## src/hdl/bpa_list_heads.sv

```systemverilog
// ----------------------------------------------------------------------------
// Free list heads
// One head link per order, a read port and a search for the smallest
// non-empty order at or above a wanted order.
// ----------------------------------------------------------------------------
module bpa_list_heads #(
   parameter int NUM    = 7,
   parameter int OW     = 3,
   parameter int LW     = 11,
   parameter int FRAMES = 1024
) (
   input  logic          clock,
   input  logic          reset,
   input  logic          we,
   input  logic [OW-1:0] waddr,
   input  logic [LW-1:0] wdata,
   input  logic [OW-1:0] sel,
   output logic [LW-1:0] head,
   input  logic [OW-1:0] want,
   output logic          found,
   output logic [OW-1:0] found_ord
);

   localparam logic [LW-1:0] NIL       = LW'(FRAMES);
   localparam logic [LW-1:0] TOP_RESET = ((2 ** (NUM - 1)) <= FRAMES) ? '0 : NIL;

   logic [LW-1:0] head_ff [NUM];

   always_ff @(posedge clock) begin
      if (reset) begin
         for (int k = 0; k < NUM; k++) begin
            head_ff[k] <= (k == NUM - 1) ? TOP_RESET : NIL;
         end
      end else if (we) begin
         head_ff[waddr] <= wdata;
      end
   end

   assign head = head_ff[sel];

   always_comb begin
      found     = 1'b0;
      found_ord = '0;
      for (int k = NUM - 1; k >= 0; k--) begin
         if ((OW'(k) >= want) && (head_ff[k] != NIL)) begin
            found     = 1'b1;
            found_ord = OW'(k);
         end
      end
   end

endmodule

```

## config.mk

```make
export PLATFORM = sky130hd
export DESIGN_NAME = bpa_list_heads
export DESIGN_NICKNAME = d
export VERILOG_FILES = /design/src/hdl/bpa_list_heads.sv
export SDC_FILE = /design/constraint.sdc
export NUM_CORES = 1
export LEC_CHECK = 0
export BUFFER_PORTS_ARGS = -buffer_cell sky130_fd_sc_hd__buf_2
export CAP_MARGIN = 20
export CORE_ASPECT_RATIO = 1.4
export CORE_MARGIN = 3
export CORE_UTILIZATION = 50
export DETAILED_ROUTE_END_ITERATION = 6
export GPL_TIMING_DRIVEN = 1
export HOLD_SLACK_MARGIN = 0.08
export PLACE_DENSITY_LB_ADDON = 0.1
export SYNTH_ARGS = -nofsm -noshare
export SYNTH_HDL_FRONTEND = slang
export SYNTH_SLANG_ARGS = --single-unit
export TNS_END_PERCENT = 20
```

## constraint.sdc

```tcl
create_clock -name clock -period 3.18 [get_ports clock]
set_input_delay 0.318 -clock clock [delete_from_list [all_inputs] [get_ports clock]]
set_output_delay 0.318 -clock clock [all_outputs]
set_load 0.01 [all_outputs]
```

== Yosys cells after proc, flatten, opt, wreduce, memory -nomap -nowiden ==
Memories as Yosys holds them, arrays and structs flattened.
Cells that the tools add are included.

* Flip-flop bits (word level): 0
* RAM bits: 77
* Bits of input ports: 23
* Output and inout bits: 15
* Word-level logic and storage cells: 45
* Memories kept: 1

{| class="wikitable"
|+ Memories
! name !! words !! bits a word !! rd ports !! clocked after Yosys merged registers in !! wr ports !! line !! source
|-
| head_ff || 7 || 11 || 8 || 0 || 7 || 27 || <nowiki>logic [LW-1:0] head_ff [NUM];</nowiki>
|}

* Order comparisons: 7
* Equal/unequal tests: 7
* Mux-type cells: 22
* Reductions and logical operators: 8

{| class="wikitable"
|+ Operators by type and width
! kind !! count
|-
| $ne A11 B11 Y1 const B || 7
|-
| $mux W3 || 8
|-
| $mux W1 || 13
|-
| $mux W11 || 1
|-
| $reduce_or A11 Y1 || 1
|-
| $ge A3 B3 Y1 const A || 3
|-
| $logic_and A1 B1 Y1 || 7
|-
| $ge A1 B3 Y1 const A || 2
|-
| $ge A2 B3 Y1 const A || 2
|}

== Logic depth before layout (Yosys ltp) ==
* Word-level depth: 9
* Gate-level depth with buffers: 6
* Depth with buffers taken out: 5

== Worst setup path before layout ==
OpenSTA, ideal clock, no wires.

* Kind: register to output
* From: memory head_ff[0][5]
* To: output found_ord[2]
* Data arrival time: 1.382 ns
* Required time: 2.862 ns
* Slack: 1.480 ns
* Cell stages (with the launch flop): 5
* Buffers on the path: 0
* Cell sequence: edfxtp_1 nor4b_1 a311oi_1 nor4_1 nor2b_1

{| class="wikitable"
|+ RTL lines
! item !! line !! source
|-
| start: declaration || 27 ||
|-
| end: declaration || 21 || <nowiki>output logic [OW-1:0] found_ord</nowiki>
|}

==> results.txt <==
- Number of failing hold endpoints at the final stage: 0
- Worst r2r dst: head_ff[6][10]
- Sum Neg Setup Slack: 0 ns
- Maximum cell stage delay along the critical path: 0.61 ns
* CTS Root Buffer Type: sky130_fd_sc_hd__clkbuf_8
- The finished cells cover 4620 um2.
* Setup Fix Bufs, Post-CTS: 0
* Ant. Diodes: 0
- Clock network latency to the later pin of the worst-skew pair: 0.36 ns
- Summed over all layers, the routed wires come to 9630 um.
- Summing all placed instances gives a cell area of 4420 um2.
- Largest clock skew in the final design: 0 ns
- The tree built by TritonCTS fans out to 88 sinks.
- Dividing the detail-routed wire length by the instance count gives 22.3 um.
* 1st-pass router iterations: 4
* Overflow left after global routing: 0
* DRC: 0
- Number of standard-cell rows in the floorplan: 38
- The die covers 9470 um2.
- head_ff holds more flip-flops than any other register.
- Highest net fanout along the worst path: 2
* Worst ir drop on vdd: 0.318 mV
- Post-Place Setup Slack: 0.812 ns
- Detail Route Antenna Nets: 0
- The first global-routing pass estimated 14800 um of wire.
- Count of cell instances traversed by the critical path: 5
- Maximum clock frequency: 385 MHz
- The number of cells on the worst reg-to-reg path is 2.
- Number of hold buffers added after CTS: 0
- Number of warnings issued by yosys: 0
* Max clock buf depth: 2
- Width of the die: 83.1 um
* Number of global-route vias before repair: 2546
* Unrepaired setup endpoints after global routing: false
* Avg Inst Size Synth: 14.4 um2
- After synthesis, flip-flops and latches occupy 60.9% of the total area.
- The count of buffers added on input and output ports is 37.
* Class of the tightest hold or removal check: in -> reg
- Rel. slew slack: 50.1%
* Measured slew at the worst slew-check pin: 0.748 ns
* Critical Path Start: head_ff[4][5]
- Leaving out filler cells and counting taps, the final layout contains 431.
- Number of gates resized after cts: 0
- Period minus WS final: 2.60 ns
- Worst path required time: 2.86 ns
- Count of H-tree levels built during CTS: 3
- End point of the critical path: found_ord[1]
- In this run the most used layer during global routing was met2.
* Min-Delay Startpoint: wdata[10]
* Setup Viol. Count Final: 0
- Number of violations of the max-capacitance limit: 0
- Number of enable flip-flop cells after synthesis: 77
- M2 GR Usage: 36.5%
* Global-route track usage on met3: 2.96%
* Clock-pin slew on the worst setup and hold paths: 0.08 ns
- At the end of routability-driven placement, the weighted congestion stood at 0.818.
- The worst setup path is captured at an output pin.
- The final critical path takes up 81.7% of the cycle.
- Effective utilization at floorplan: 52.4%
* Sum of buffers and inverters on the critical path: 1
- Category of the critical setup timing path: reg -> out
- Vias/cell: 6.00
* FF+latch count, synth: 88
- CP arrival: 2.28 ns
- Share of flip-flops with an asynchronous set or reset: 0%
- Prevailing post-synth register cell: sky130_fd_sc_hd__edfxtp_1
- Biggest registers after layout: head_ff x88
- CTS tree: yes
- On the critical path the largest part of the delay comes from simple AND/OR/NAND/NOR gates.
- Synthesis produced a netlist whose cell count is 288.
* Total CTS buffers: 9
- Cell area power density: 509 nW/um2
- Height of the chip: 114 um
* Fraction of final layout cells sized beyond drive strength 1: 21.8%
* Outcome: finished clean
- Global Route Usage Sum: 21.6%
- In the global route stage, met1 resource usage came out at 27.1%.
- The total count of max-transition violations in the final report was 0.
- Counting tap cells, the placed design contains a total of 415 instances.
* Net count of the mapped netlist: 311
- In this run the static leakage power is 1.71 nW.
* Setup crit start kind: flip-flop
- Traced cell by cell, the critical path runs through nor4b_1, a31o_2, nand3b_1, a211oi_1, buf_2.
- For flop-to-flop paths, the worst setup slack is 2.50 ns.
* Routed vias: 2585
- Count of different cell masters after synthesis: 35
- Maximum number of pins on one net before global-route repair: 23
- Post-layout net count: 349
* CP max stage cell: sky130_fd_sc_hd__nor4b_1
* Flip-flop count of the largest register, all copies and words added: 88
- Netlist area before placement: 4160 um2
- In this run, the number of DRC markers left after iteration 0 of detailed routing was 185.
- Detailed placement finished with a half-perimeter wire length of 7330 um.
- Relative to the synthesized area, the layout overhead comes to 10.9%.
- The startpoint identified for the worst register-to-register timing path is head_ff[6][10].
- The worst path meets setup with 0.581 ns of slack.
- 38 I/O pins were placed.
- Initial antenna violation count: 0
- Core Footprint: 7940 um2
==> cell families (layout without fill, tap and decap cells) <==
family	Yosys count	in the layout	share of synthesized area, %
buffers and inverters	24	67	2.68
multiplexers	35	35	17.4
AND/OR/NAND/NOR	119	119	14.9
flip-flops	88	88	60.9
AO/OA/AOI/OAI	22	22	4.24
==> worst reg2reg max path, stage by stage (launching register included) <==
cell                       delay, ns
sky130_fd_sc_hd__dfxtp_1        0.36
sky130_fd_sc_hd__nor2_1         0.06
sky130_fd_sc_hd__a211oi_1       0.19
==> metrics by stage <==
step	hold slack [ns]	utilization, %	power [mW]
after global routing	0.237	58.1	2.44
after global placement	0.500	55.7	1.61
after floorplan	0.469	-	1.51
final	0.234	58.1	2.35
after CTS	0.217	58.1	2.37
after detailed placement	0.499	55.7	1.62
==> cells in the mapped netlist, types with 3 or more instances <==
library cell	number	share of area [%]
sky130_fd_sc_hd__a31oi_1	3	0.45
sky130_fd_sc_hd__nor4_1	8	1.2
sky130_fd_sc_hd__nor2_1	49	4.4
sky130_fd_sc_hd__edfxtp_1	77	56
sky130_fd_sc_hd__clkbuf_1	6	0.54
sky130_fd_sc_hd__dfxtp_1	11	5.3
sky130_fd_sc_hd__nand2b_1	7	1.1
sky130_fd_sc_hd__nand2_1	14	1.3
sky130_fd_sc_hd__nor4b_1	7	1.5
sky130_fd_sc_hd__o22a_1	8	1.7
sky130_fd_sc_hd__inv_1	11	0.99
sky130_fd_sc_hd__nor3_1	9	1.1
sky130_fd_sc_hd__mux2_2	11	3.0
sky130_fd_sc_hd__mux4_1	22	14
sky130_fd_sc_hd__nand3_1	3	0.36
sky130_fd_sc_hd__nor2b_1	3	0.45
sky130_fd_sc_hd__and2_1	11	1.7
==> how the worst min path moves through the flow <==
| stage | to | slack [ns] | cells past startpoint |
|---|---|---|---|
| floorplan | head_ff[3][10] | 0.47 | 1 |
| global placement | head_ff[6][4] | 0.50 | 1 |
| detailed placement | head_ff[6][4] | 0.50 | 1 |
| CTS | head_ff[4][10] | 0.22 | 2 |
| global route | head_ff[4][10] | 0.24 | 2 |
| finish | head_ff[4][10] | 0.23 | 2 |
==> cell usage in the layout (no fill, tap or decap), types with 2 or more instances in the layout <==
cell type                  netlist  routed
sky130_fd_sc_hd__edfxtp_1       77      77
sky130_fd_sc_hd__nor2_1         49      49
sky130_fd_sc_hd__buf_2           2      37
sky130_fd_sc_hd__mux4_1         22      22
sky130_fd_sc_hd__nand2_1        14      14
sky130_fd_sc_hd__inv_1          11      11
sky130_fd_sc_hd__mux2_2         11      11
sky130_fd_sc_hd__and2_1         11      11
sky130_fd_sc_hd__dfxtp_1        11      11
sky130_fd_sc_hd__nor3_1          9       9
sky130_fd_sc_hd__clkbuf_8        0       9
sky130_fd_sc_hd__nor4_1          8       8
sky130_fd_sc_hd__o22a_1          8       8
sky130_fd_sc_hd__nand2b_1        7       7
sky130_fd_sc_hd__nor4b_1         7       7
sky130_fd_sc_hd__nor2b_1         3       3
sky130_fd_sc_hd__a31oi_1         3       3
sky130_fd_sc_hd__nand3_1         3       3
sky130_fd_sc_hd__buf_4           1       3
sky130_fd_sc_hd__a311oi_1        2       2
sky130_fd_sc_hd__a32oi_1         2       2
sky130_fd_sc_hd__a31o_2          2       2
sky130_fd_sc_hd__nand3b_1        2       2
sky130_fd_sc_hd__a211oi_1        2       2
sky130_fd_sc_hd__or2_2           2       2
sky130_fd_sc_hd__mux2i_1         2       2
sky130_fd_sc_hd__inv_6           0       2
sky130_fd_sc_hd__clkinv_2        0       2
==> power breakdown <==
part / total [mW] / switching, mW / internal [mW]
logic: 0.233 / 0.127 / 0.107
clock network: 0.760 / 0.397 / 0.363
registers: 1.35 / 0.0378 / 1.32
total: 2.35 / 0.561 / 1.79
==> routing by layer <==
layer / up-vias / wire, um
li1: 1203 / -
met1: 1278 / 4040
met2: 84 / 4940
met3: 20 / 372
met4: 0 / 287
met5: - / 0
==> area by class of cell <==
| cell class | instances | area [um2] |
|---|---|---|
| clock inverters | 7 | 68.8 |
| inverters | 11 | 41.3 |
| clock buffers | 9 | 124 |
| repair buffers | 40 | 208 |
| multi-input cells | 176 | 1520 |
| well taps | 100 | 125 |
| fillers | 666 | 3320 |
| flip-flops and latches | 88 | 2530 |
No activity file was read; power rests on OpenSTA's default activity.
